<file path="config.mk">
export PLATFORM = sky130hd
export DESIGN_NAME = crc16_frame_receiver_top
export DESIGN_NICKNAME = d
export VERILOG_FILES = /design/src/hw/rtl/crc16fr_pkg.sv /design/src/hw/rtl/crc16fr_in_stage.sv /design/src/hw/rtl/crc16fr_deframer.sv /design/src/hw/rtl/crc16_frame_receiver_top.sv
export SDC_FILE = /design/constraint.sdc
export NUM_CORES = 1
export LEC_CHECK = 0
export ABC_AREA = 0
export BUFFER_PORTS_ARGS = -buffer_cell sky130_fd_sc_hd__buf_2
export CORE_ASPECT_RATIO = 0.5
export CORE_UTILIZATION = 54
export CTS_BUF_LIST = sky130_fd_sc_hd__clkbuf_8 sky130_fd_sc_hd__clkbuf_16
export DETAILED_ROUTE_END_ITERATION = 6
export GPL_TIMING_DRIVEN = 0
export HOLD_SLACK_MARGIN = 0.08
export PLACE_DENSITY = 0.88
export SLEW_MARGIN = 20
export SYNTH_ARGS = -nofsm -noshare
export SYNTH_HDL_FRONTEND = slang
export SYNTH_SLANG_ARGS = --single-unit
</file>
<file path="constraint.sdc">
create_clock -name clk -period 4.29 [get_ports clk]
set_clock_uncertainty 0.15 [all_clocks]
set_input_delay 0.6435 -clock clk [delete_from_list [all_inputs] [get_ports clk]]
set_output_delay 0.6435 -clock clk [all_outputs]
set_load 0.03 [all_outputs]
</file>
<file path="src/hw/rtl/crc16fr_pkg.sv">
// shared types, constants and byte functions of the crc16 frame receiver
package crc16fr_pkg;

	localparam int unsigned MaxLengthLimitDefault = 1024;
	localparam int unsigned MaxLengthWidth = 11;
	localparam int unsigned CountWidth = 11;

	localparam logic [15:0] CrcInit = 16'hFFFF;
	localparam logic [15:0] CrcPoly = 16'hA001;
	localparam logic [7:0] HdrByte0 = 8'hAA;
	localparam logic [7:0] HdrByte1 = 8'hFF;
	localparam logic [7:0] TailByte = 8'h0D;

	localparam logic KindByte = 1'b0;
	localparam logic KindEnd = 1'b1;

	typedef enum logic [8:0] {
		PH_HUNT_AA = 9'b000000001,
		PH_HUNT_FF = 9'b000000010,
		PH_CMD     = 9'b000000100,
		PH_LEN_HI  = 9'b000001000,
		PH_LEN_LO  = 9'b000010000,
		PH_PAYLOAD = 9'b000100000,
		PH_CRC_LO  = 9'b001000000,
		PH_CRC_HI  = 9'b010000000,
		PH_TAIL    = 9'b100000000
	} phase_t;

	typedef enum logic [1:0] {
		ST_GOOD       = 2'd0,
		ST_CRC_BAD    = 2'd1,
		ST_TAIL_BAD   = 2'd2,
		ST_OVER_LIMIT = 2'd3
	} frame_status_t;

	typedef struct packed {
		logic          kind;
		logic [7:0]    byte_value;
		logic [7:0]    command;
		logic [15:0]   payload_length;
		frame_status_t status;
	} result_t;

	// crc-16/modbus, one byte, reflected
	function automatic logic [15:0] crc_update(input logic [15:0] crc, input logic [7:0] b);
		logic [15:0] c;
		c = crc ^ {8'h00, b};
		for (int i = 0; i < 8; i++) begin
			if (c[0]) begin
				c = (c >> 1) ^ CrcPoly;
			end else begin
				c = c >> 1;
			end
		end
		return c;
	endfunction

	// header hunt step for the two hunting phases
	function automatic phase_t hunt_next(input phase_t ph, input logic [7:0] b);
		phase_t n;
		n = PH_HUNT_AA;
		case (ph)
			PH_HUNT_AA: begin
				n = (b == HdrByte0) ? PH_HUNT_FF : PH_HUNT_AA;
			end
			PH_HUNT_FF: begin
				if (b == HdrByte1) begin
					n = PH_CMD;
				end else if (b == HdrByte0) begin
					n = PH_HUNT_FF;
				end else begin
					n = PH_HUNT_AA;
				end
			end
			default: begin
				n = PH_HUNT_AA;
			end
		endcase
		return n;
	endfunction

endpackage

</file>
<file path="src/hw/rtl/crc16fr_in_stage.sv">
// input register stage holding one received byte
module crc16fr_in_stage (
	input  logic       clk,
	input  logic       arst_n,
	input  logic       in_valid,
	output logic       in_ready,
	input  logic [7:0] in_byte,
	input  logic       take,
	output logic       item_valid,
	output logic [7:0] item_byte
);
	logic       valid_s1;
	logic [7:0] byte_s1;

	assign in_ready = !valid_s1 || take;
	assign item_valid = valid_s1;
	assign item_byte = byte_s1;

	always_ff @(posedge clk or negedge arst_n) begin
		if (!arst_n) begin
			valid_s1 <= 1'b0;
		end else if (in_ready) begin
			valid_s1 <= in_valid;
		end
	end

	always_ff @(posedge clk) begin
		if (in_valid && in_ready) begin
			byte_s1 <= in_byte;
		end
	end

endmodule

</file>
<file path="src/hw/rtl/crc16fr_deframer.sv">
// frame state, crc check and result register
module crc16fr_deframer #(
	parameter int unsigned MAX_LENGTH_LIMIT = crc16fr_pkg::MaxLengthLimitDefault
) (
	input  logic                                   clk,
	input  logic                                   arst_n,
	input  logic                                   item_valid,
	input  logic [7:0]                             item_byte,
	output logic                                   take,
	input  logic [crc16fr_pkg::MaxLengthWidth-1:0] max_length,
	output logic                                   res_valid,
	input  logic                                   res_ready,
	output crc16fr_pkg::result_t                   res
);
	import crc16fr_pkg::*;

	localparam logic [15:0] LimitP = 16'(MAX_LENGTH_LIMIT);

	phase_t                phase_q, phase_d;
	logic [7:0]            cmd_q, cmd_d;
	logic [15:0]           len_q, len_d;
	logic [CountWidth-1:0] count_q, count_d;
	logic [CountWidth-1:0] count_inc;
	logic [15:0]           crc_q, crc_d;
	logic [15:0]           crc_b, crc_fresh;
	logic [15:0]           limit, max_ext, len_full;
	phase_t                scan1, scan2;
	logic                  has_result, over_limit;
	result_t               res_d, res_q;
	logic                  res_valid_q;

	assign max_ext = 16'(max_length);
	assign limit = (max_ext < LimitP) ? max_ext : LimitP;
	assign crc_b = crc_update(crc_q, item_byte);
	assign crc_fresh = crc_update(CrcInit, item_byte);
	assign len_full = {len_q[15:8], item_byte};
	assign count_inc = count_q + 1'b1;
	// rescan of held command and length high byte after an oversize length
	assign scan1 = hunt_next(PH_HUNT_AA, cmd_q);
	assign scan2 = hunt_next(scan1, len_q[15:8]);

	always_comb begin
		phase_d = phase_q;
		cmd_d = cmd_q;
		len_d = len_q;
		count_d = count_q;
		crc_d = crc_q;
		has_result = 1'b0;
		over_limit = 1'b0;
		res_d.kind = KindByte;
		res_d.byte_value = 8'h00;
		res_d.command = cmd_q;
		res_d.payload_length = len_q;
		res_d.status = ST_GOOD;
		case (phase_q)
			PH_HUNT_AA, PH_HUNT_FF: begin
				phase_d = hunt_next(phase_q, item_byte);
			end
			PH_CMD: begin
				cmd_d = item_byte;
				crc_d = crc_fresh;
				phase_d = PH_LEN_HI;
			end
			PH_LEN_HI: begin
				len_d = {item_byte, 8'h00};
				crc_d = crc_b;
				phase_d = PH_LEN_LO;
			end
			PH_LEN_LO: begin
				len_d = len_full;
				crc_d = crc_b;
				count_d = '0;
				if (len_full > limit) begin
					over_limit = 1'b1;
					has_result = 1'b1;
					res_d.kind = KindEnd;
					res_d.payload_length = len_full;
					res_d.status = ST_OVER_LIMIT;
					if (scan2 == PH_CMD) begin
						cmd_d = item_byte;
						crc_d = crc_fresh;
						phase_d = PH_LEN_HI;
					end else begin
						phase_d = hunt_next(scan2, item_byte);
					end
				end else begin
					phase_d = (len_full == 16'h0000) ? PH_CRC_LO : PH_PAYLOAD;
				end
			end
			PH_PAYLOAD: begin
				crc_d = crc_b;
				count_d = count_inc;
				if (16'(count_inc) >= len_q) begin
					phase_d = PH_CRC_LO;
				end
				has_result = 1'b1;
				res_d.byte_value = item_byte;
			end
			PH_CRC_LO: begin
				crc_d = crc_b;
				phase_d = PH_CRC_HI;
			end
			PH_CRC_HI: begin
				crc_d = crc_b;
				phase_d = PH_TAIL;
			end
			PH_TAIL: begin
				has_result = 1'b1;
				res_d.kind = KindEnd;
				if (crc_q != 16'h0000) begin
					res_d.status = ST_CRC_BAD;
				end else if (item_byte != TailByte) begin
					res_d.status = ST_TAIL_BAD;
				end else begin
					res_d.status = ST_GOOD;
				end
				phase_d = PH_HUNT_AA;
			end
			default: begin
				phase_d = PH_HUNT_AA;
			end
		endcase
	end

	// bytes without a result never wait on the output side
	assign take = item_valid && (!has_result || !res_valid_q || res_ready);

	always_ff @(posedge clk or negedge arst_n) begin
		if (!arst_n) begin
			phase_q <= PH_HUNT_AA;
			cmd_q <= 8'h00;
			len_q <= 16'h0000;
			count_q <= '0;
			crc_q <= CrcInit;
			res_valid_q <= 1'b0;
		end else begin
			if (take) begin
				phase_q <= phase_d;
				cmd_q <= cmd_d;
				len_q <= len_d;
				count_q <= count_d;
				crc_q <= crc_d;
			end
			if (take && has_result) begin
				res_valid_q <= 1'b1;
			end else if (res_ready) begin
				res_valid_q <= 1'b0;
			end
		end
	end

	always_ff @(posedge clk) begin
		if (take && has_result) begin
			res_q <= res_d;
		end
	end

	assign res_valid = res_valid_q;
	assign res = res_q;

	a_byte_status_good: assert property (@(posedge clk) disable iff (!arst_n)
		res_valid_q && res_q.kind == KindByte |-> res_q.status == ST_GOOD)
		else $error("payload byte result carries a frame status");

	a_end_byte_zero: assert property (@(posedge clk) disable iff (!arst_n)
		res_valid_q && res_q.kind == KindEnd |-> res_q.byte_value == 8'h00)
		else $error("end result carries a nonzero byte");

	a_rescan_phase: assert property (@(posedge clk) disable iff (!arst_n)
		take && over_limit |=> phase_q == PH_HUNT_AA || phase_q == PH_HUNT_FF ||
			phase_q == PH_CMD || phase_q == PH_LEN_HI)
		else $error("rescan left the header hunt");

	a_count_in_range: assert property (@(posedge clk) disable iff (!arst_n)
		phase_q == PH_PAYLOAD |-> 16'(count_q) < len_q)
		else $error("payload count reached length while still in payload");

endmodule

</file>
<file path="src/hw/rtl/crc16_frame_receiver_top.sv">
// crc16 frame receiver: byte deframer with crc-16/modbus check
// a result is offered on out_valid from the deframer result register, after its byte has passed the input register
// stage; throughput: one byte per cycle while no result is stalled; bytes that give no result are never held by a stall
// a stalled result blocks the next byte that itself gives a result, and the bytes queued behind that byte
// reset: arst_n clears to header hunt, crc all ones, max_length to min(limit, 2047)
module crc16_frame_receiver_top #(
	parameter int unsigned MAX_LENGTH_LIMIT = crc16fr_pkg::MaxLengthLimitDefault
) (
	input  logic                                   clk,
	input  logic                                   arst_n,
	input  logic                                   rx_valid,
	output logic                                   rx_ready,
	input  logic [7:0]                             rx_byte,
	output logic                                   out_valid,
	input  logic                                   out_ready,
	output logic                                   kind,
	output logic [7:0]                             byte_value,
	output logic [7:0]                             command,
	output logic [15:0]                            payload_length,
	output logic [1:0]                             frame_status,
	input  logic                                   cfg_valid,
	output logic                                   cfg_ready,
	input  logic [crc16fr_pkg::MaxLengthWidth-1:0] max_length
);
	import crc16fr_pkg::*;

	localparam int unsigned MaxLenTop = (1 << MaxLengthWidth) - 1;
	localparam logic [MaxLengthWidth-1:0] MaxLenReset = (MAX_LENGTH_LIMIT > MaxLenTop) ?
		MaxLengthWidth'(MaxLenTop) : MaxLengthWidth'(MAX_LENGTH_LIMIT);

	logic [MaxLengthWidth-1:0] max_length_q;
	logic                      item_valid;
	logic [7:0]                item_byte;
	logic                      take;
	result_t                   res;

	assign cfg_ready = 1'b1;

	always_ff @(posedge clk or negedge arst_n) begin
		if (!arst_n) begin
			max_length_q <= MaxLenReset;
		end else if (cfg_valid && cfg_ready) begin
			max_length_q <= max_length;
		end
	end

	crc16fr_in_stage u_in_stage (
		.clk        (clk),
		.arst_n     (arst_n),
		.in_valid   (rx_valid),
		.in_ready   (rx_ready),
		.in_byte    (rx_byte),
		.take       (take),
		.item_valid (item_valid),
		.item_byte  (item_byte)
	);

	crc16fr_deframer #(
		.MAX_LENGTH_LIMIT (MAX_LENGTH_LIMIT)
	) u_deframer (
		.clk        (clk),
		.arst_n     (arst_n),
		.item_valid (item_valid),
		.item_byte  (item_byte),
		.take       (take),
		.max_length (max_length_q),
		.res_valid  (out_valid),
		.res_ready  (out_ready),
		.res        (res)
	);

	assign kind = res.kind;
	assign byte_value = res.byte_value;
	assign command = res.command;
	assign payload_length = res.payload_length;
	assign frame_status = res.status;

endmodule
</file>
==> qor.yml <==
synth-warning-count: 0
place_congestion: 0.922
rsz0062_at_grt: "false"
cts.clk_slew.worst_paths_ns: 0.05
finalCritPeriodShare_pct: 93.1
status: "completed"
worst_r2r_endpoint: "u_deframer.count_q[1]$_DFFE_PN0P_"
grt_max_degree: 53
grt_pass1_vias: 4575
drv_cap: 0
start_kind: "flip-flop"
multi_input_area_mm2: 0.00293
layout-drive-gt1-share_pct: 28.6
rr_worst_depth: 10
cts_tree: "yes"
syn_avg_cell_area_um2: 11.5
synth-seq-area-share_pct: 49.3
rows: 27
numCtsBuffers: 17
numPortBuffers: 60
final_cell_area_mm2: 0.00756
cts_setup_buffers: 0
synthArstFlopShare_pct: 62.9
grt_overflow: 0
pwr_density_cell_mw_per_mm2: 418
synthCells: 552
worst_pin_slew_ns: 0.717
vias: 4698
drv_slew: 0
dp_hpwl_um: 10500
ios: 62
max_freq_mhz: 250
core_area_mm2: 0.0112
fin_ws_ns: 0.295
slew_headroom_pct: 51.8
dpl-instance-area_mm2: 0.00693
clock-root-buffer: "clkbuf_16"
clock_path_buffers: 2
htreeDepth: 4
antenna_cells: 0
r2r_start: "max_length_q[10]$_DFFE_PN1P_"
synth_nets: 612
drc: 0
fin_crit_ns: 4.00
grt_pass1_wl_um: 24100
synth_ff_type: "dfrtp_1"
drt_iter0_drc: 482
cp-startpoint: "max_length_q[10]$_DFFE_PN1P_"
gr-usage-all-layers_pct: 26.8
dieArea_mm2: 0.0123
endpoint: "rx_ready"
r2r_slack_ns: 0.67
setup_viol: 0
clock_latency_ns: 0.43
path_max_fanout: 11
wl_per_cell_um: 19.0
synth_area_mm2: 0.00637
p_leak_nw: 3.52
ant_nets: 0
crit_arrival_ns: 3.20
hold_class: "in2reg"
via_per_inst: 5.84
worst_setup_path_end_kind: "primary output"
hold_viol: 0
worstPathRequired_ns: 3.50
initial_utilization_pct: 56.6
wl_um: 15300
fp.dieW_um: 156
path_class: "reg2out"
ys_ff_latch: 116
power.ir.vdd_worst_v: 0.000289
synth_edf_count: 43
synthToLayoutAreaGrowth_pct: 18.6
antenna_found_initial: 0
layout.nets: 693
seqCellArea_mm2: 0.00314
fill_cells: 806
synthDistinctLibCells: 71
dr.pass1.iters: 5
post-place-ws_ns: 0.623
die_h_um: 78.8
clock-sinks: 116
## metrics by stage
stage	util, %	hold slack (ns)	std cells	power (W)	TNS [ns]
final	67.2	0.239	805	0.00316	0
after global routing	67.2	0.232	805	0.00325	0
after CTS	67.1	0.234	806	0.00316	0
after detailed placement	61.6	0.313	773	0.00167	0
after global placement	61.0	0.302	771	0.00164	-25.24
after floorplan	-	0.198	552	0.00155	0
## synth_stat cells, types with 2 or more instances
master | instances | area (µm²)
nor4bb_1 | 2 | 20.0
nand4_1 | 6 | 37.5
a22o_1 | 8 | 70.1
clkbuf_8 | 3 | 41.3
xnor2_1 | 31 | 272
nand3_1 | 15 | 75.1
or3_4 | 2 | 22.5
and3_1 | 5 | 31.3
a211o_1 | 4 | 35.0
buf_2 | 5 | 25.0
nand2b_1 | 3 | 18.8
o21bai_1 | 2 | 15.0
or4_1 | 2 | 15.0
mux2i_1 | 15 | 150
edfxtp_1 | 43 | 1290
dfrtp_1 | 55 | 1380
and4_1 | 5 | 43.8
ha_1 | 36 | 450
nor3_1 | 6 | 30.0
nand2_1 | 52 | 195
buf_4 | 3 | 22.5
a21o_1 | 2 | 15.0
mux2_2 | 37 | 417
clkbuf_1 | 5 | 18.8
o21a_1 | 3 | 22.5
a31oi_1 | 5 | 31.3
a21oi_1 | 12 | 60.1
buf_6 | 6 | 67.6
nor2_1 | 35 | 131
mux2_4 | 5 | 75.1
dfstp_2 | 18 | 473
nor2b_1 | 3 | 18.8
nor4_1 | 7 | 43.8
inv_1 | 31 | 116
xor2_1 | 14 | 123
o21ai_0 | 31 | 155
## metal layers
| metal | global-route usage (%) | routed length (µm) |
|---|---|---|
| met5 | 0 | 0 |
| met4 | 11.0 | 349 |
| met3 | 7.81 | 1350 |
| met2 | 41.3 | 6840 |
| met1 | 35.6 | 6750 |
## critical path: stages (launching register included)
cell and delay [ns]:
dfstp_2 0.53, inv_1 0.15, nand2_1 0.11, ha_1 0.24, a211o_1 0.30, nor4b_2 0.53, or3_4 0.26, a21oi_4 0.09
o2111ai_1 0.31, buf_2 0.25
## sequential cells by signal, summed over array words and instances, names as in the netlist
signal / flops
u_deframer.res: 35
u_deframer.crc_q: 16
u_deframer.len_q: 16
max_length_q: 11
u_deframer.count_q: 11
u_deframer.phase_q: 9
u_deframer.cmd_q: 8
u_in_stage.item_byte: 8
u_deframer.res_valid: 1
u_in_stage.item_valid: 1
## cell usage in the layout, fill, tap and decap left out, types with 3 or more instances in the layout
master,netlist,routed
nand3_1,15,15
o21ai_0,31,31
clkinvlp_4,0,3
edfxtp_1,43,43
nand4_1,6,6
xor2_1,14,14
mux2_2,37,37
a22o_1,8,8
a211o_1,4,4
clkbuf_8,3,3
bufinv_16,0,4
inv_1,31,33
nor2_1,35,34
a21oi_1,12,12
clkinv_2,0,3
buf_2,5,64
nand2_1,52,52
nor3_1,6,6
o21a_1,3,3
and4_1,5,5
nor4_1,7,7
clkbuf_1,5,4
mux2_4,5,5
dfstp_2,18,18
mux2i_1,15,15
dfrtp_1,55,55
nand2b_1,3,3
and3_1,5,5
a31oi_1,5,5
ha_1,36,36
xnor2_1,31,31
nor2b_1,3,3
buf_4,3,4
buf_6,6,6
clkbuf_16,0,17
## repair_timing
item	in CTS	in global routing
setup endpoints to repair	0	1
hold buffers	1	0
hold endpoints to repair	10	0
resized for setup	0	1
## report_power, final
| part | switching (W) | internal, W |
|---|---|---|
| combinational | 0.000207 | 0.000188 |
| clock | 0.000525 | 0.000965 |
| sequential | 0.0000594 | 0.00121 |
## area by class of cell
type,count,share of cell area (%)
clock buffer,17,5.63
multi-input combinational,381,38.7
clock inverter,15,2.53
timing repair buffer,63,4.77
buffer,23,2.58
sequential,116,41.6
inverter,31,1.54
tap,159,2.63
## how the worst min path moves through the flow
stage	cells past startpoint	startpoint	slack, ns	endpoint
after CTS	1	rx_byte[2]	0.23	u_in_stage.item_byte[2]$_DFFE_PP_
after global routing	1	rx_byte[4]	0.23	u_in_stage.item_byte[4]$_DFFE_PP_
final	1	rx_byte[2]	0.24	u_in_stage.item_byte[2]$_DFFE_PP_
after floorplan	0	arst_n	0.20	max_length_q[0]$_DFFE_PN0P_
after detailed placement	0	u_deframer.cmd_q[7]$_DFFE_PN0P_	0.31	u_deframer.res[25]$_DFFE_PP_
after global placement	0	u_deframer.cmd_q[3]$_DFFE_PN0P_	0.30	u_deframer.res[21]$_DFFE_PP_
## cells by family after synthesis
group	share of synthesized area, %
and+or+nand+nor	12.8
DFF	49.3
other	0.0589
muxes	10.1
AOI/OAI and AO/OA	8.78
adders and majority gates	7.07
xor gates and xnor gates	6.92
buffers and inverters	4.95
(Power assumes the default switching activity.)
